`src/sv/spba_pkg.sv`:
```
// shared types, constants and register codes of the scaled padded blit address generator
package spba_pkg;

  localparam int unsigned MAX_EXTENT = 4096;
  localparam int unsigned MAX_PAD    = 255;

  localparam int unsigned COORD_W = 13;
  localparam int unsigned SRC_W   = 15;
  localparam int unsigned FRAME_W = 13;
  localparam int unsigned PAD_W   = 8;
  localparam int unsigned ATLAS_W = 15;
  localparam int unsigned DEST_W  = 14;
  localparam int unsigned INDEX_W = 28;
  localparam int unsigned CFG_W   = 15;
  localparam int unsigned REGIDX_W = 3;

  // interior coordinate is below MAX_EXTENT, quotient below 2^SRC_W
  localparam int unsigned INNER_W = $clog2(MAX_EXTENT);
  localparam int unsigned REM_W   = INNER_W;
  localparam int unsigned QUO_W   = SRC_W;
  localparam int unsigned PROD_W  = INNER_W + SRC_W;
  localparam int unsigned SUM_W   = 15;

  localparam int unsigned FIFO_DEPTH = 32;
  localparam int unsigned PTR_W      = $clog2(FIFO_DEPTH);
  localparam int unsigned CNT_W      = PTR_W + 1;

  typedef enum logic [REGIDX_W-1:0] {
    REG_SRC_WIDTH    = 3'd0,
    REG_SRC_HEIGHT   = 3'd1,
    REG_FRAME_WIDTH  = 3'd2,
    REG_FRAME_HEIGHT = 3'd3,
    REG_PAD          = 3'd4,
    REG_PITCH        = 3'd5,
    REG_DEST_X       = 3'd6,
    REG_DEST_Y       = 3'd7
  } reg_idx_t;

  typedef struct packed {
    logic [COORD_W-1:0] column;
    logic [COORD_W-1:0] row;
  } in_t;

  typedef struct packed {
    logic [INDEX_W-1:0] source_index;
    logic [INDEX_W-1:0] atlas_index;
    logic               outside;
  } out_t;

  typedef struct packed {
    logic [SRC_W-1:0]   src_width;
    logic [SRC_W-1:0]   src_height;
    logic [FRAME_W-1:0] frame_width;
    logic [FRAME_W-1:0] frame_height;
    logic [PAD_W-1:0]   pad;
    logic [ATLAS_W-1:0] pitch;
    logic [DEST_W-1:0]  dest_x;
    logic [DEST_W-1:0]  dest_y;
  } cfg_t;

  // one axis of the divider: partial remainder and dividend/quotient shifter
  typedef struct packed {
    logic [REM_W-1:0] rem;
    logic [QUO_W-1:0] lo;
  } div_lane_t;

  typedef struct packed {
    logic               valid;
    logic               outside;
    logic [INDEX_W-1:0] atlas_index;
    div_lane_t          x;
    div_lane_t          y;
  } cell_t;

endpackage

```
`src/sv/spba_cell.sv`:
```
// one restoring division step for both axes, registered toward the next cell
module spba_cell (
  input  logic                        clk,
  input  logic                        rst,
  input  logic [spba_pkg::FRAME_W-1:0] frame_w,
  input  logic [spba_pkg::FRAME_W-1:0] frame_h,
  input  spba_pkg::cell_t             din,
  output spba_pkg::cell_t             dout
);
  import spba_pkg::*;

  cell_t data;

  function automatic div_lane_t step(input div_lane_t l, input logic [FRAME_W-1:0] d);
    logic [REM_W:0] t;
    logic           ge;
    logic [REM_W:0] r;
    div_lane_t      res;
    t       = {l.rem, l.lo[QUO_W-1]};
    ge      = t >= (REM_W+1)'(d);
    r       = ge ? t - (REM_W+1)'(d) : t;
    res.rem = r[REM_W-1:0];
    res.lo  = {l.lo[QUO_W-2:0], ge};
    return res;
  endfunction

  always_ff @(posedge clk) begin
    if (rst) begin
      data.valid <= 1'b0;
    end else begin
      data.valid       <= din.valid;
      data.outside     <= din.outside;
      data.atlas_index <= din.atlas_index;
      data.x           <= step(din.x, frame_w);
      data.y           <= step(din.y, frame_h);
    end
  end

  assign dout = data;

endmodule

```
`config.mk`:
```
export PLATFORM = sky130hd
export DESIGN_NAME = spba_cell
export DESIGN_NICKNAME = d
export VERILOG_FILES = /design/src/sv/spba_pkg.sv /design/src/sv/spba_cell.sv
export SDC_FILE = /design/constraint.sdc
export NUM_CORES = 1
export LEC_CHECK = 0
export BUFFER_PORTS_ARGS = -buffer_cell sky130_fd_sc_hd__clkbuf_2
export CAP_MARGIN = 20
export CORE_AREA = 4 4 104 106
export DETAILED_ROUTE_END_ITERATION = 16
export DIE_AREA = 0 0 108 110
export PLACE_DENSITY = 0.76
export SLEW_MARGIN = 20
export SYNTH_ARGS = -nofsm -noshare
export SYNTH_HDL_FRONTEND = slang
export SYNTH_SLANG_ARGS = --single-unit
```
`constraint.sdc`:
```
create_clock -name clk -period 2.3 [get_ports clk]
set_clock_uncertainty 0.05 [all_clocks]
set_input_delay 0.115 -clock clk [delete_from_list [all_inputs] [get_ports clk]]
set_output_delay 0.115 -clock clk [all_outputs]
set_load 0.1 [all_outputs]
```
## Word level (Yosys, flattened, before mapping)

Index checks and enable logic that the tools add are counted.

- Output and inout port bits: 84
- Flip-flop bits (word level): 84
- Input port bits: 112

- Multiplexer cells: 2
- Magnitude comparators: 2
- $add $sub $neg: 2

Operators by type and width:

| cell | count |
|---|---|
| 13-bit greater-or-equal comparator | 2 |
| 12-bit 2-to-1 mux | 2 |
| 12-bit subtractor | 2 |

## Longest topological paths before layout

- Depth in word-level cells: 2
- Gate-level depth with buffers: 10
- Depth with buffers taken out: 9

## Worst setup path after synthesis

No wires, ideal clock.

- Kind: input to register
- Start: input port rst
- End: register data, in the netlist dout[0] (enable)
- Slack: 0.091 ns
- Path buffers: 0
- Cell stages on the path: 1
- Setup time: 0.436 ns
- Arrival time: 1.722 ns
- Cell sequence: inv_1

RTL lines:

| what | line | RTL |
|---|---|---|
| start: declaration | spba_cell.sv:4 | `input logic rst,` |
| end: declaration | spba_cell.sv:12 | `cell_t data;` |

No word-level cell between the ends.

## Worst setup path in the final report

- Start: input port din[48] in the netlist's numbering
- End: register data, in the netlist dout[48], data pin

- Word-level cells in the longest chain between the ends: 2

RTL lines:

| what | line | RTL |
|---|---|---|
| start: declaration | spba_cell.sv:7 | `input spba_pkg::cell_t din,` |
| 13-bit greater-or-equal comparator | spba_cell.sv:20 | `ge = t >= (REM_W+1)'(d);` |
| 12-bit 2-to-1 mux | spba_cell.sv:21 | `r = ge ? t - (REM_W+1)'(d) : t;` |

Every way passes these cells.
A chain may end at the register's enable or synchronous reset.

==> reports/metrics.csv <==
metric,value,unit
num_vias,3655,
synth-compound-area-share,13.5,%
synth.most_common_cell,edfxtp_1,
place_inst,653,
clkSinkCount,84,
setup_ws,0.0712,ns
grt_pass1_wl,18100,µm
nNetsFinal,745,
start_kind,input pin,
grt-ovfl-total,0,
synth_common_cells,"edfxtp_1 (83), inv_1 (38), nand2_1 (29)",
ys_ff_latch,84,
synth_area_leader_cell,edfxtp_1,
cts_tree,built,
synth_cells,318,
synth_top_family_by_area,compound AO/OA/AOI/OAI gates,
core_area,0.00977,mm²
ys_seq_area_share,61.3,%
final.period_utilization,96.9,%
drc,0,
vdd_drop_max,0.000349,V
synth_mux_area_share,0.366,%
power.total,4900,µW
vias_per_cell,4.91,
routabilityCongestion,0.950,
drive_gt1_share,42.8,%
setup_viol,0,
synth_cell_type_count,49,
rows,36,
end_kind,flip-flop,
period_minus_slack,2.23,ns
slew_headroom,59.2,%
p_leak,0.00289,µW
grtUsageTotal,19.6,%
clockBufferDepth,2,
holdCritStartpoint,din[21],
grt_max_degree,34,
worstSetupEndpoint,dout[48]$_DFFE_PN_,
ctsRootBufferMaster,clkbuf_8,
holdCritPathClass,input pin to flip-flop,
first_global_vias,3724,
fmax,0.449,GHz
hpwlAfterDp,8320,µm
avgSynthCellArea,12.9,µm²
ant_nets,0,
critical_path.max_fanout,6,
cts_max_level,3,
drv_slew,0,
status,"finished, final reports clean",
ios,196,
cp-startpoint,din[48],
start_util,41.9,%
n_fill_cell,714,
worstMarginPinSlew,0.612,ns
dp_slack,0.0583,ns
syn2layout_area_growth,54.6,%
async_reset_ff_share,0,%
synth_xor_area_share,2.99,%
port_buffers,195,
hold_ws,0.0149,ns
cp.arrival,2.30,ns
die-area,0.0119,mm²
wl,12100,µm
power_density,773,mW/mm²
drtIter0Drc,249,
die_w,108,µm
synthTopCellsByArea,"edfxtp_1 (61%), ha_1 (7.9%), inv_1 (3.5%), nand2_1 (2.7%), o21ai_0 (2.2%)",
clk_pin_slew,0.09,ns
synth_ff_type,edfxtp_1,
utilization,64.8,%
crit_required,2.37,ns
dr.pass1.iters,5,
cap_violations,0,
finalNonFillerCells,744,
hold_viol_final,0,
yosysWarnings,0,
wl_per_cell,16.3,µm
syn-cell-area,0.00410,mm²
synth_enable_flop_cells,83,
antenna_found_initial,1,
cts_setup_buffers,0,
numCtsBuffers,9,
largest_reg_flops,84,
synth_fa_ha_area_share,8.91,%
synth_top_area_share,60.8,%
post_synth_and_or_nand_nor_area_fraction,8.27,%
dieHeight,110,µm
crit_type,input pin to flip-flop,
synth_nets,458,
-- power breakdown --
part	switching [µW]	internal, µW	total (µW)
clock network	609	418	1030
logic	1500	467	1970
registers	44.8	1860	1900
-- metrics by stage --
step | area (µm²) | setup TNS, ns
finish | 6340 | 0
global route | 6340 | -0.00793
CTS | 6240 | 0
detailed placement | 5310 | 0
global placement | 5310 | 0
floorplan | 4100 | 0
-- layer usage --
metal	share of wire (%)	global-route usage, %	vias up	routed length (µm)
li1	-	-	1742	-
met1	36	21.8	1711	4330
met2	54	35.9	171	6500
met3	7.8	4.48	31	941
met4	2.9	8.93	0	351
met5	0	0	-	0
-- cells by family (layout without fill, tap and decap cells) --
family                     count (synthesis)  after routing
DFF                                       84             84
AOI/OAI and AO/OA                         78             78
and+or+nand+nor                           68             68
buffers and inverters                     45            337
adders and majority gates                 28             28
xor gates and xnor gates                  14             14
muxes                                      1              1
other                                      0              1
-- worst min path at each step --
stage	to	cells after the start
after global routing	dout[52]$_DFFE_PN_	3
after floorplan	dout[83]$_SDFF_PP0_	1
after CTS	dout[52]$_DFFE_PN_	3
after global placement	dout[39]$_DFFE_PN_	1
final	dout[22]$_DFFE_PN_	3
after detailed placement	dout[2]$_DFFE_PN_	1
-- final cells by class --
class | instances | area [µm²] | area share, %
flip-flops and latches | 84 | 2510 | 39.6
repair buffers | 282 | 1830 | 28.9
multi-input cells | 189 | 1480 | 23.4
well taps | 133 | 166 | 2.63
inverters | 39 | 148 | 2.33
clock buffers | 9 | 124 | 1.95
clock inverters | 7 | 68.8 | 1.09
diodes | 1 | 2.50 | 0.0395
-- placed cells by master, fill, tap and decap left out, drive strengths merged, types with 3 or more instances in the layout --
cell,n
clkbuf,204
a211oi,3
clkinv,3
ha,26
inv,41
a21oi,20
a21o,4
o21ai,27
nor2b,3
o31ai,3
nor3,5
nand2b,4
nand4,5
buf,13
nor2,7
xnor2,8
nand3,6
nand2,29
edfxtp,83
dlygate4sd3,74
xor2,6
o21a,6
-- what timing repair did --
item / 4_1_cts / 5_1_grt
hold buffers: 74 / 0
endpoints found under the setup margin: 0 / 15
hold endpoints to repair: 73 / 0
resized for setup: 0 / 18
-- worst max-delay path, cell delays in order --
cell           delay [ns]
dlygate4sd3_1        0.53
clkbuf_2             0.13
ha_4                 0.30
nand4_1              0.17
or4_4                0.45
o211ai_2             0.11
a221oi_4             0.12
inv_2                0.08
mux2_4               0.29
(Power assumes the default switching activity.)
