## src/sv/spba_pkg.sv

```systemverilog
// shared types, constants and register codes of the scaled padded blit address generator
package spba_pkg;

  localparam int unsigned MAX_EXTENT = 4096;
  localparam int unsigned MAX_PAD    = 255;

  localparam int unsigned COORD_W = 13;
  localparam int unsigned SRC_W   = 15;
  localparam int unsigned FRAME_W = 13;
  localparam int unsigned PAD_W   = 8;
  localparam int unsigned ATLAS_W = 15;
  localparam int unsigned DEST_W  = 14;
  localparam int unsigned INDEX_W = 28;
  localparam int unsigned CFG_W   = 15;
  localparam int unsigned REGIDX_W = 3;

  // interior coordinate is below MAX_EXTENT, quotient below 2^SRC_W
  localparam int unsigned INNER_W = $clog2(MAX_EXTENT);
  localparam int unsigned REM_W   = INNER_W;
  localparam int unsigned QUO_W   = SRC_W;
  localparam int unsigned PROD_W  = INNER_W + SRC_W;
  localparam int unsigned SUM_W   = 15;

  localparam int unsigned FIFO_DEPTH = 32;
  localparam int unsigned PTR_W      = $clog2(FIFO_DEPTH);
  localparam int unsigned CNT_W      = PTR_W + 1;

  typedef enum logic [REGIDX_W-1:0] {
    REG_SRC_WIDTH    = 3'd0,
    REG_SRC_HEIGHT   = 3'd1,
    REG_FRAME_WIDTH  = 3'd2,
    REG_FRAME_HEIGHT = 3'd3,
    REG_PAD          = 3'd4,
    REG_PITCH        = 3'd5,
    REG_DEST_X       = 3'd6,
    REG_DEST_Y       = 3'd7
  } reg_idx_t;

  typedef struct packed {
    logic [COORD_W-1:0] column;
    logic [COORD_W-1:0] row;
  } in_t;

  typedef struct packed {
    logic [INDEX_W-1:0] source_index;
    logic [INDEX_W-1:0] atlas_index;
    logic               outside;
  } out_t;

  typedef struct packed {
    logic [SRC_W-1:0]   src_width;
    logic [SRC_W-1:0]   src_height;
    logic [FRAME_W-1:0] frame_width;
    logic [FRAME_W-1:0] frame_height;
    logic [PAD_W-1:0]   pad;
    logic [ATLAS_W-1:0] pitch;
    logic [DEST_W-1:0]  dest_x;
    logic [DEST_W-1:0]  dest_y;
  } cfg_t;

  // one axis of the divider: partial remainder and dividend/quotient shifter
  typedef struct packed {
    logic [REM_W-1:0] rem;
    logic [QUO_W-1:0] lo;
  } div_lane_t;

  typedef struct packed {
    logic               valid;
    logic               outside;
    logic [INDEX_W-1:0] atlas_index;
    div_lane_t          x;
    div_lane_t          y;
  } cell_t;

endpackage

```

## src/sv/spba_fifo.sv

```systemverilog
// result queue between the fixed-latency pipe and the output channel
module spba_fifo (
  input  logic           clk,
  input  logic           rst,
  input  logic           wr_en,
  input  spba_pkg::out_t wr_data,
  input  logic           rd_en,
  output spba_pkg::out_t rd_data,
  output logic           empty
);
  import spba_pkg::*;

  out_t             entries [FIFO_DEPTH];
  logic [PTR_W-1:0] wr_ptr;
  logic [PTR_W-1:0] rd_ptr;
  logic [CNT_W-1:0] fill;
  logic             head_valid;
  logic             load;

  // refill the output register from storage when it is free or being drained
  assign load = (fill != '0) && (!head_valid || rd_en);

  always_ff @(posedge clk) begin
    if (wr_en) begin
      entries[wr_ptr] <= wr_data;
    end
  end

  always_ff @(posedge clk) begin
    if (load) begin
      rd_data <= entries[rd_ptr];
    end
  end

  always_ff @(posedge clk) begin
    if (rst) begin
      wr_ptr     <= '0;
      rd_ptr     <= '0;
      fill       <= '0;
      head_valid <= 1'b0;
    end else begin
      if (wr_en) begin
        wr_ptr <= wr_ptr + PTR_W'(1);
      end
      if (load) begin
        rd_ptr <= rd_ptr + PTR_W'(1);
      end
      fill <= fill + CNT_W'(wr_en) - CNT_W'(load);
      if (load) begin
        head_valid <= 1'b1;
      end else if (rd_en) begin
        head_valid <= 1'b0;
      end
    end
  end

  assign empty = !head_valid;

endmodule

```

## config.mk

```make
export PLATFORM = sky130hd
export DESIGN_NAME = spba_fifo
export DESIGN_NICKNAME = d
export VERILOG_FILES = /design/src/sv/spba_pkg.sv /design/src/sv/spba_fifo.sv
export SDC_FILE = /design/constraint.sdc
export NUM_CORES = 2
export LEC_CHECK = 0
export BUFFER_PORTS_ARGS = -buffer_cell sky130_fd_sc_hd__buf_4
export CAP_MARGIN = 20
export CORE_ASPECT_RATIO = 1.75
export CORE_MARGIN = 10
export CORE_UTILIZATION = 50
export CTS_CLUSTER_SIZE = 10
export DETAILED_ROUTE_END_ITERATION = 6
export PLACE_DENSITY = 0.71
export SLEW_MARGIN = 20
export SYNTH_ARGS = -nofsm -noshare
export SYNTH_HDL_FRONTEND = slang
export SYNTH_SLANG_ARGS = --single-unit
```

## constraint.sdc

```tcl
create_clock -name clk -period 20.3 [get_ports clk]
set_clock_uncertainty 0.2 [all_clocks]
set_input_delay 2.03 -clock clk [delete_from_list [all_inputs] [get_ports clk]]
set_output_delay 2.03 -clock clk [all_outputs]
set_load 0.05 [all_outputs]
```

Word level (Yosys, flattened, before mapping)

Memory sizes are Yosys's and may differ from the RTL's. A register that Yosys moved wholly into a read port is not among the register bits.
Cells that the tools add are included.

Add/subtract/negate cells: 4
Mux-type cells: 4
Reduce and logical (&&, ||, !) cells: 5

Operators with widths:

| cell                                                          | count |
|---|---|
| 5-bit by 1-bit adder with 5-bit output, second input constant | 2 |
| 6-bit by 1-bit adder with 6-bit output                        | 1 |
| 6-bit nonzero test                                            | 1 |
| 6-bit by 1-bit subtractor with 6-bit output                   | 1 |
| 1-bit two-way mux                                             | 4 |
| 2-bit nonzero test                                            | 1 |
| 1-bit logical AND                                             | 1 |
| 1-bit zero test                                               | 1 |
| 1-bit logical OR                                              | 1 |

Flip-flop bits (word level): 17
RAM bits: 1,824
Input port bits: 61
Logic and storage cells: 18
Memories kept: 1

Memory list:

| memory  | depth | bits a word | read ports | clocked after memory_dff | wr ports | line            | text |
|---|---|---|---|---|---|---|---|
| entries | 32    | 57          | 1          | 1                        | 1        | spba_fifo.sv:13 | `out_t entries [FIFO_DEPTH];` |

Longest topological paths before layout

Depth in word-level cells: 4
Depth in mapped cells: 13
Gate-level depth less buffers: 13

Worst setup path before layout

OpenSTA, ideal clock, no wires.

Path kind: input to register
From: in wr_en
To: mem entries[3][0] (netlist name) (enable)
Data arrival time: 7.887 ns
Data required time: 19.487 ns
Slack: 11.600 ns
Stages on the path: 3
Path through: clkbuf_1 nand2_1 nor4_1

Longest elaborated chain between the ends: 2

RTL lines:

| element                                 | line            | text |
|---|---|---|
| start, declared                         | spba_fifo.sv:5  | `input logic wr_en,` |
| 1-bit two-way mux                       | spba_fifo.sv:24 | `if (wr_en) begin` |
| 1-bit two-way mux (implied by the code) | spba_fifo.sv:25 | `entries[wr_ptr] <= wr_data;` |
| end, declared                           | spba_fifo.sv:13 |  |

Every way passes these cells.

==> metrics.txt <==
post-route insts no fill 5325; Synth cell types 42; row count 183; CTS tree done; TritonRoute pass-1 iters 5; PwrDens 124 mW/mm^2; Nets 3485; Die H 520 microns; VDD IR max 0.117 mV; Final ANT Viol Nets 0; pin count of the biggest net entering global routing 115; FF+latch count, synth 1898; sequential fraction of the synthesis area 0.795; Max Fclk 0.187 GHz; Top Family by Delay on Critical Path buffers and inverters; synthesis-to-layout area growth 12.4%; Die Area 0.159 sq mm; Post-Syn Instances 3186; max-cap viol count 0; Tcrit/Tclk final 0.264; leading area contributor after synthesis edfxtp_1; root buffer selected by CTS clkbuf_16; IO Count 119; Flop pwr share 0.458; Main synth FF type edfxtp_1; Mean Syn Cell Area 22.4 sq um; post-synthesis net count 3261; top post-synthesis cells by count 1881 x edfxtp_1, 343 x mux4_2, 228 x mux2i_1; Switching Power 2.70 mW; Worst Hold Class flip-flop to flip-flop; CTS clk-pin slew, worst paths 0.06 ns; core area 0.142 sq mm; Mapped Area 0.0715 sq mm; Initial Util 0.503; endpoints failing hold 0; Least-Margin Pin Slew 1.09 ns; placed insts 5051; unrepaired setup endpoints after global routing no; die width 306 microns; normalized max-slew margin 0.273; slowest stage delay, CP 0.88 ns; hold_sp wr_ptr[1]; Clock power frac 0.328; vias in the first global route 35611; H-tree lvl count 4; first-pass GRT wire length 248000 microns; crit path time final 5.35 ns; Finished Cell Area 0.0803 sq mm; Max stage delay cell, worst path dfxtp_4; share of cells above drive strength 1 0.234; Crit. End Element flip-flop; post-CTS sizing 0; internal power 7.22 mW; CTS sink cnt 1898; CP startpoint kind flip-flop; worst path cell trace buf_12, buf_12, buf_4, mux4_2, a22o_1, a2111oi_1, a21oi_1; drt first-iter violations 3642; most frequent cell after synthesis edfxtp_1; Crit path top cell by count buf_12; CTS max path bufs 3; DR WL/cell 32.2 microns; CP Data Required Time 20.64 ns; GRT Total Usage 0.214; RR Startpoint rd_ptr[0]; final setup fails 0; Post-route DRC 0; Final WS setup 14.95 ns; post-synth top area share 0.790; status complete, no violations; post-synthesis async set-or-reset flop share 0; DRT Wirelength 171000 microns; Hold Buf Count CTS 0; leakage power total 24.8 nW; Crit path arrival time 5.69 ns; Port Buffers 118; via/cell ratio 6.41; switching fraction of total power 0.272; EDFF count, synth 1881; dpl ws 14.94 ns; Slew Limit Fails 0; YS warnings 0; Max FO, Critical Path 113; Crit Path Category flip-flop to flip-flop; Post-CTS Setup Bufs 0; via count 34117; combinational power share 0.214; Critical Path Source rd_ptr[0]; initial antenna violation count 6; placer congestion estimate 0.744; DP HPWL 87400 microns; clk_lat worst skew 0.81 ns; total gr overflow 0; cts bufs inserted 207; setup TNS 0 ns; top cells by area, synth edfxtp_1 79%, mux4_2 11%, mux2i_1 3.2%, a21oi_1 0.81%, a22o_1 0.70%; DP Area 0.0747 sq mm; sum of buffers and inverters on the critical path 3
[sequential cells by signal (all words and copies together) (netlist names)]
register,flops
fill,6
entries,1824
wr_ptr,5
head_valid,1
rd_data,57
rd_ptr,5
[cell families (layout without fill, tap and decap cells)]
kind of cell    Yosys count  in the layout  share of synthesized area
xor+xnor                 10             10                    0.00123
flops                  1898           1898                      0.795
compound gates          406            406                     0.0417
other cells               0              4                          0
buf+inv                 201            486                     0.0140
mux                     571            571                      0.140
simple gates             86             86                    0.00574
fa+ha+maj                14             14                    0.00256
[cell type report]
cell class,count,area (sq um)
antenna,4,10.0
tap,1850,2310
clock buffer,259,5460
multi-input combinational,1087,13900
fill,10022,61900
clock inverter,11,149
timing repair buffer,200,1560
sequential,1898,56800
inverter,16,60.1
[per-layer routing]
| layer | vias to the layer above | share of wire | global-route usage |
|---|---|---|---|
| met5 | - | 0.00013 | 0 |
| met4 | 4 | 0.042 | 0.0952 |
| met3 | 374 | 0.067 | 0.0366 |
| met2 | 1575 | 0.54 | 0.386 |
| met1 | 18204 | 0.35 | 0.249 |
| li1 | 13960 | - | - |
[final timing paths]
path | endpoint | slack, ns | cells after the start
worst max register to register | rd_data[18] | 14.95 | 7
worst max-delay path | rd_data[18] | 14.95 | 7
worst min-delay path | wr_ptr[1] | 0.39 | 2
worst min register to register | wr_ptr[1] | 0.39 | 2
[worst min-delay path, delay by kind of cell (launching register included)]
kind / cells / cell delay [ns]
muxes: 1 / 0.14
DFF: 1 / 0.35
and+or+nand+nor: 1 / 0.05
[cells in the final DEF (no fill, tap or decap), types with 3 or more instances in the layout]
cell,netlist,layout
mux2i_1,228,228
mux4_2,343,343
buf_12,0,5
clkbuf_1,100,48
nor2b_1,6,4
nand3_1,5,4
nor3_1,15,3
xnor2_1,7,7
clkbuf_16,0,211
buf_4,19,195
nand2_1,10,10
a2111oi_2,3,3
dfxtp_1,17,13
a22oi_1,56,56
ha_1,13,13
nor2_4,0,21
a2111oi_0,6,6
inv_1,16,16
nand2b_1,3,3
nor3_2,0,12
o221ai_1,56,56
nor2_1,35,14
dfxtp_4,0,4
o22ai_1,57,57
edfxtp_1,1881,1881
a21oi_1,115,115
a22o_1,57,57
xor2_1,3,3
diode_2,0,4
inv_6,0,6
a2111oi_1,49,49
[power groups by stage]
stage	Combinational (mW)	Sequential [mW]	Clock (mW)
5_1_grt	2.26	4.55	3.44
6_report	2.13	4.55	3.25
3_5_place_dp	2.15	4.62	0
3_3_place_gp	2.13	4.63	0
2_1_floorplan	1.42	4.77	0
4_1_cts	2.16	4.55	3.29
[stage by stage]
stage / hold slack [ns] / utilization / power [mW]
finish: 0.388 / 0.565 / 9.93
global route: 0.411 / 0.565 / 10.3
CTS: 0.385 / 0.565 / 10.0
detailed placement: 0.374 / 0.525 / 6.78
global placement: 0.364 / 0.525 / 6.76
floorplan: 0.333 / - / 6.20
Power figures use the tool's default switching activity.
