==> src/sv/spba_pkg.sv <==
// shared types, constants and register codes of the scaled padded blit address generator
package spba_pkg;

  localparam int unsigned MAX_EXTENT = 4096;
  localparam int unsigned MAX_PAD    = 255;

  localparam int unsigned COORD_W = 13;
  localparam int unsigned SRC_W   = 15;
  localparam int unsigned FRAME_W = 13;
  localparam int unsigned PAD_W   = 8;
  localparam int unsigned ATLAS_W = 15;
  localparam int unsigned DEST_W  = 14;
  localparam int unsigned INDEX_W = 28;
  localparam int unsigned CFG_W   = 15;
  localparam int unsigned REGIDX_W = 3;

  // interior coordinate is below MAX_EXTENT, quotient below 2^SRC_W
  localparam int unsigned INNER_W = $clog2(MAX_EXTENT);
  localparam int unsigned REM_W   = INNER_W;
  localparam int unsigned QUO_W   = SRC_W;
  localparam int unsigned PROD_W  = INNER_W + SRC_W;
  localparam int unsigned SUM_W   = 15;

  localparam int unsigned FIFO_DEPTH = 32;
  localparam int unsigned PTR_W      = $clog2(FIFO_DEPTH);
  localparam int unsigned CNT_W      = PTR_W + 1;

  typedef enum logic [REGIDX_W-1:0] {
    REG_SRC_WIDTH    = 3'd0,
    REG_SRC_HEIGHT   = 3'd1,
    REG_FRAME_WIDTH  = 3'd2,
    REG_FRAME_HEIGHT = 3'd3,
    REG_PAD          = 3'd4,
    REG_PITCH        = 3'd5,
    REG_DEST_X       = 3'd6,
    REG_DEST_Y       = 3'd7
  } reg_idx_t;

  typedef struct packed {
    logic [COORD_W-1:0] column;
    logic [COORD_W-1:0] row;
  } in_t;

  typedef struct packed {
    logic [INDEX_W-1:0] source_index;
    logic [INDEX_W-1:0] atlas_index;
    logic               outside;
  } out_t;

  typedef struct packed {
    logic [SRC_W-1:0]   src_width;
    logic [SRC_W-1:0]   src_height;
    logic [FRAME_W-1:0] frame_width;
    logic [FRAME_W-1:0] frame_height;
    logic [PAD_W-1:0]   pad;
    logic [ATLAS_W-1:0] pitch;
    logic [DEST_W-1:0]  dest_x;
    logic [DEST_W-1:0]  dest_y;
  } cfg_t;

  // one axis of the divider: partial remainder and dividend/quotient shifter
  typedef struct packed {
    logic [REM_W-1:0] rem;
    logic [QUO_W-1:0] lo;
  } div_lane_t;

  typedef struct packed {
    logic               valid;
    logic               outside;
    logic [INDEX_W-1:0] atlas_index;
    div_lane_t          x;
    div_lane_t          y;
  } cell_t;

endpackage

==> src/sv/spba_prep.sv <==
// front stages: clamp to the frame interior, scale products and atlas index
module spba_prep (
  input  logic           clk,
  input  logic           rst,
  input  logic           in_fire,
  input  spba_pkg::in_t  in_data,
  input  spba_pkg::cfg_t cfg,
  output spba_pkg::cell_t dout
);
  import spba_pkg::*;

  typedef struct packed {
    logic               valid;
    logic               outside;
    logic [INNER_W-1:0] inner_x;
    logic [INNER_W-1:0] inner_y;
    logic [SUM_W-1:0]   ax;
    logic [SUM_W-1:0]   ay;
  } s1_t;

  s1_t   s1;
  s1_t   s1_next;
  cell_t s2;

  // remove padding offset and clamp into 0 .. frame-1
  function automatic logic [INNER_W-1:0] clamp_axis(
    input logic [COORD_W-1:0] c,
    input logic [PAD_W-1:0]   p,
    input logic [FRAME_W-1:0] f
  );
    logic [COORD_W-1:0] diff;
    logic [COORD_W-1:0] lim;
    logic [COORD_W-1:0] inner;
    diff  = c - COORD_W'(p);
    lim   = f - FRAME_W'(1);
    inner = (c < COORD_W'(p)) ? '0 : diff;
    if (inner > lim) begin
      inner = lim;
    end
    return inner[INNER_W-1:0];
  endfunction

  function automatic logic beyond(
    input logic [COORD_W-1:0] c,
    input logic [PAD_W-1:0]   p,
    input logic [FRAME_W-1:0] f
  );
    logic [COORD_W:0] span;
    span = {1'b0, f} + {{(COORD_W-PAD_W){1'b0}}, p, 1'b0};
    return (f == '0) || ({1'b0, c} >= span);
  endfunction

  always_comb begin
    s1_next.valid   = in_fire;
    s1_next.outside = beyond(in_data.column, cfg.pad, cfg.frame_width) ||
                      beyond(in_data.row, cfg.pad, cfg.frame_height);
    s1_next.inner_x = clamp_axis(in_data.column, cfg.pad, cfg.frame_width);
    s1_next.inner_y = clamp_axis(in_data.row, cfg.pad, cfg.frame_height);
    s1_next.ax      = SUM_W'(cfg.dest_x) + SUM_W'(in_data.column);
    s1_next.ay      = SUM_W'(cfg.dest_y) + SUM_W'(in_data.row);
  end

  always_ff @(posedge clk) begin
    if (rst) begin
      s1.valid <= 1'b0;
    end else begin
      s1 <= s1_next;
    end
  end

  logic [PROD_W-1:0]      prod_x;
  logic [PROD_W-1:0]      prod_y;
  logic [2*SUM_W-1:0]     row_base;

  assign prod_x   = PROD_W'(s1.inner_x) * PROD_W'(cfg.src_width);
  assign prod_y   = PROD_W'(s1.inner_y) * PROD_W'(cfg.src_height);
  assign row_base = (2*SUM_W)'(s1.ay) * (2*SUM_W)'(cfg.pitch);

  always_ff @(posedge clk) begin
    if (rst) begin
      s2.valid <= 1'b0;
    end else begin
      s2.valid       <= s1.valid;
      s2.outside     <= s1.outside;
      s2.atlas_index <= row_base[INDEX_W-1:0] + INDEX_W'(s1.ax);
      s2.x.rem       <= prod_x[PROD_W-1:QUO_W];
      s2.x.lo        <= prod_x[QUO_W-1:0];
      s2.y.rem       <= prod_y[PROD_W-1:QUO_W];
      s2.y.lo        <= prod_y[QUO_W-1:0];
    end
  end

  assign dout = s2;

endmodule

==> config.mk <==
export PLATFORM = sky130hd
export DESIGN_NAME = spba_prep
export DESIGN_NICKNAME = d
export VERILOG_FILES = /design/src/sv/spba_pkg.sv /design/src/sv/spba_prep.sv
export SDC_FILE = /design/constraint.sdc
export NUM_CORES = 2
export LEC_CHECK = 0
export ABC_AREA = 1
export BUFFER_PORTS_ARGS = -buffer_cell sky130_fd_sc_hd__buf_2
export CORE_ASPECT_RATIO = 1.4
export CORE_MARGIN = 2
export CORE_UTILIZATION = 51
export DETAILED_ROUTE_END_ITERATION = 8
export PLACE_DENSITY = 0.74
export SLEW_MARGIN = 10
export SYNTH_ARGS = -nofsm -noshare
export SYNTH_HDL_FRONTEND = slang
export SYNTH_SLANG_ARGS = --single-unit
==> constraint.sdc <==
create_clock -name clk -period 6.5 [get_ports clk]
set_input_delay 0.975 -clock clk [delete_from_list [all_inputs] [get_ports clk]]
set_output_delay 0.975 -clock clk [all_outputs]
set_load 0.01 [all_outputs]
# Yosys cells after proc, flatten, opt, wreduce, memory -nomap -nowiden
# Cells that the tools add are included.
[word_totals] out_inout_bits=84 in_bits=136 mem_bits_rw=0 mem_bits_ro=0 latchBits=0 ff_bits=140 memories=0
[op_classes] n_eq_ne=0 n_reduce_logical=5 n_lt_le_gt_ge=6 mux=4 div=0 multipliers=3 n_shift=0 bitwise=0 addsub=9
[ops] operator="multiplier 12 x 15 -> 27 bit" n=2
[ops] operator="adder 14 x 13 -> 15 bit" n=2
[ops] operator="adder 13 x 9 -> 14 bit" n=2
[ops] operator="adder 28 x 15 -> 28 bit" n=1
[ops] operator="greater-or-equal comparator 13 x 14 -> 1 bit" n=2
[ops] operator="multiplier 15 x 15 -> 28 bit" n=1
[ops] operator="> comparator 13 bit" n=2
[ops] operator="zero test 13 bit" n=2
[ops] operator="less-than comparator 13 x 8 -> 1 bit" n=2
[ops] operator="2-to-1 mux 13 bit" n=2
[ops] operator="subtractor 13 x 1 -> 13 bit (second input constant)" n=2
[ops] operator="subtractor 13 x 8 -> 13 bit" n=2
[ops] operator="2-to-1 mux 12 bit" n=2
[ops] operator="logical OR 1 bit" n=3

# Logic depth before layout (Yosys ltp)
[depth] depth_word=4 ltp_mapped=24

# Worst setup path after synthesis
# Ideal clock, no wire load.
[synth_path] path_kind="input to register" startpoint="input cfg[28] (netlist name)" endpoint="register s2 (netlist bit dout[73]) (data pin)" setup_ps=260 n_path_buf=1 t_arrival_ps=5573 stages=21 setup_slack_ps=667 cell_sequence="clkbuf_1 nand2_1 fa_1 fa_1 inv_1 fa_1 inv_1 fa_1 inv_1 fa_1 inv_1 fa_1 inv_1 ha_1 nand2_1 nor2_2 nand3_1 nand3_1 nand2_1 o21ai_2 xor2_1"
[synth_via] elab_chain_len=2
[synth_lines] item="start: declaration" line="spba_prep.sv:7" source="input spba_pkg::cfg_t cfg,"
[synth_lines] item="multiplier 15 x 15 -> 28 bit" line="spba_prep.sv:77" source="assign row_base = (2*SUM_W)'(s1.ay) * (2*SUM_W)'(cfg.pitch);"
[synth_lines] item="adder 28 x 15 -> 28 bit" line="spba_prep.sv:85" source="s2.atlas_index <= row_base[INDEX_W-1:0] + INDEX_W'(s1.ax);"
[synth_lines] item="end: declaration" line="spba_prep.sv:23" source="cell_t s2;"
# No other way between the ends.
# A chain may end at the register's enable or synchronous reset.

# Worst setup path after layout
[layout_path] startpoint="register s1[7] (netlist name)" endpoint="register s2 (netlist bit dout[81]) (data pin)"
[layout_via] elab_chain_len=2
[layout_lines] item="start: declaration" line="spba_prep.sv:21" source="s1_t s1;"
[layout_lines] item="start signal: assignment" line="spba_prep.sv:67" source="s1 <= s1_next;"
[layout_lines] item="multiplier 15 x 15 -> 28 bit" line="spba_prep.sv:77"
[layout_lines] item="adder 28 x 15 -> 28 bit" line="spba_prep.sv:85"
# No other way between the ends.

==> flow_metrics.tcl <==
set metrics [dict create \
    status "finished, final reports clean" \
    syn-mean-instance-area_um2 7.99 \
    cts_tree "built" \
    htreeDepth 4 \
    cts_buffer_depth 2 \
    finalHoldViolCount 0 \
    ios 220 \
    cts.sinks 140 \
    fin_setup_tns_ns 0 \
    wl_per_cell_um 17.6 \
    maxSlewViolCount 0 \
    core_area_um2 57300 \
    vias 24200 \
    die_h_um 288 \
    cts_root_buffer "clkbuf_16" \
    start_util_pct 51.4 \
    worstPathMaxFanout 13 \
    fillers 5380 \
    fin_nets 4753 \
    path_clk_slew_ns 0.07 \
    grt_antenna_before_repair 31 \
    post_cts_buffers 0 \
    fin_skew_ns 0.0144 \
    finalCritPeriodShare_pct 92.5 \
    die_x_um 207 \
    cp-end-kind "register" \
    yosysSeqAreaShare_pct 14.2 \
    cp.required_ns 6.72 \
    ant_nets 0 \
    grt-ovfl-total 0 \
    min_path_type "register to register" \
    place_ws_ns 0.230 \
    grt_max_degree 81 \
    synthesis.nets 4596 \
    drive_above_1_share_pct 8.18 \
    clk_latency_ns 0.47 \
    drcViolationCount 0 \
    netlist_area_um2 29400 \
    cp-start-kind "register" \
    slew_headroom_pct 36.7 \
    tightest_slew_ns 0.949 \
    io_buffers 219 \
    setup_violations 0 \
    finalWorstSetupSlack_ns 0.488 \
    netlist_instances 3681 \
    ys_warn_count 0 \
    cts_hold_buf 0 \
    cp_slowest_cell "edfxtp_1" \
    final_common_cell "inv_1" \
    grt_pass1_wl_mm 130 \
    cp.arrival_ns 6.23 \
    synthFlopType "edfxtp_1" \
    avgViaCountPerCell 5.26 \
    num_rows 104 \
    rsz0062_at_grt "no" \
    final_cell_mix "941 x inv_1, 913 x nand2_1, 446 x fa_1, 333 x ha_1, 219 x buf_2" \
    wirelength_mm 80.8 \
    finalCriticalPeriod_ns 6.01 \
    cts_resized 0 \
    synth_cell_types 46 \
    grt_pass1_vias 25600 \
    cts_inserted_buffers 17 \
    synthToLayoutAreaGrowth_pct 8.03 \
    max-cap-violations 0 \
    cp_cell_sequence "nand2_1 -> fa_1 -> inv_1 -> fa_1 -> inv_1 -> fa_1 -> inv_1 -> fa_1 -> fa_1 -> inv_1 -> fa_1 -> inv_1 -> ha_1 -> nand2_1 -> inv_1 -> a21oi_1 -> nor2_1 -> nor2_1 -> o211ai_1 -> xor2_1" \
    path_class "register to register" \
    drt_iter0_markers 1379 \
    utilization_pct 55.5 \
    max_clock_freq_mhz 166 \
    synth-edff-count 138 \
    gp_congestion 0.974 \
    ys_ff_latch 140 \
    globalRouteTotalUtil_pct 28.4 \
    dieArea_um2 59600 \
    async_reset_ff_share_pct 0 \
    dpl.hpwl_mm 67.4 \
    max_stage_delay_ns 0.92 \
    drt-pass1-iter-count 6 \
]
## final timing paths
kind                            startpoint  endpoint  slack (ns)  depth (start not counted)
worst max-delay path                 s1[7]  dout[81]        0.49                         20
worst min-delay path                s1[55]  dout[83]        0.41                          2
worst max register to register       s1[7]  dout[81]        0.49                         20
worst min register to register      s1[55]  dout[83]        0.41                          2
## metal layers
metal,global-route usage [%],part of all wire (%)
met1,29.9,34
met4,18.4,7.1
met5,0,0.27
met2,50.3,51
met3,6.63,7.3
## cell type report
| class | instances | area, µm² | area share, % |
|---|---|---|---|
| Clock buffer | 18 | 429 | 1.35 |
| Tap cell | 742 | 928 | 2.92 |
| Inverter | 946 | 3560 | 11.2 |
| Sequential cell | 140 | 4180 | 13.2 |
| Antenna cell | 13 | 32.5 | 0.102 |
| Timing Repair Buffer | 227 | 1160 | 3.64 |
| Clock inverter | 14 | 150 | 0.473 |
| Multi-Input combinational cell | 2506 | 21300 | 67.1 |
## Yosys cell counts, types with 3 or more instances
library cell | n | share of area [%]
a211oi_1 | 3 | 0.077
a21o_1 | 13 | 0.33
a21oi_1 | 144 | 2.5
a21oi_2 | 3 | 0.089
a31oi_1 | 11 | 0.23
buf_2 | 3 | 0.051
clkbuf_1 | 85 | 1.1
edfxtp_1 | 138 | 14
fa_1 | 446 | 30
ha_1 | 333 | 14
inv_1 | 942 | 12
inv_2 | 4 | 0.051
nand2_1 | 913 | 12
nand2_2 | 6 | 0.13
nand3_1 | 85 | 1.4
nand4_1 | 28 | 0.60
nor2_1 | 174 | 2.2
nor2_2 | 7 | 0.15
nor3_1 | 15 | 0.26
nor3_2 | 13 | 0.44
nor4_1 | 7 | 0.15
o2111ai_1 | 3 | 0.089
o211ai_1 | 9 | 0.23
o21a_1 | 6 | 0.15
o21ai_0 | 87 | 1.5
o21ai_1 | 10 | 0.17
o21ai_2 | 11 | 0.33
o21bai_1 | 9 | 0.23
xnor2_1 | 53 | 1.6
xor2_1 | 96 | 2.9
## critical path: cells and delay by family, from the launching register on
kind	cells	cell delay [ns]
adder cells (fa/ha/maj)	7	3.44
flip-flops	1	0.92
AND/OR/NAND/NOR	4	0.58
AO/OA/AOI/OAI	2	0.35
XOR/XNOR	1	0.15
buffers and inverters	6	0.32
## registers in the layout (all words and copies together), names as in the netlist
name	count
dout	84
s1	56
## stage by stage
step	cell area, µm²	instances	hold slack, ns
3_5_place_dp	31200	4561	0.395
4_1_cts	31700	4593	0.407
5_1_grt	31700	4600	0.417
2_1_floorplan	29400	3681	0.388
3_3_place_gp	31200	4561	0.392
6_report	31800	4606	0.405
## logic make-up after synthesis
logic type | share of synthesized area, %
DFF | 14.2
xor gates and xnor gates | 4.44
AOI/OAI and AO/OA | 6.13
buffers and inverters | 13.2
adders and majority gates | 44.5
and+or+nand+nor | 17.4
Power is not shown: default switching activity piles up to over one toggle a cycle in this logic, so the estimate is an artifact.
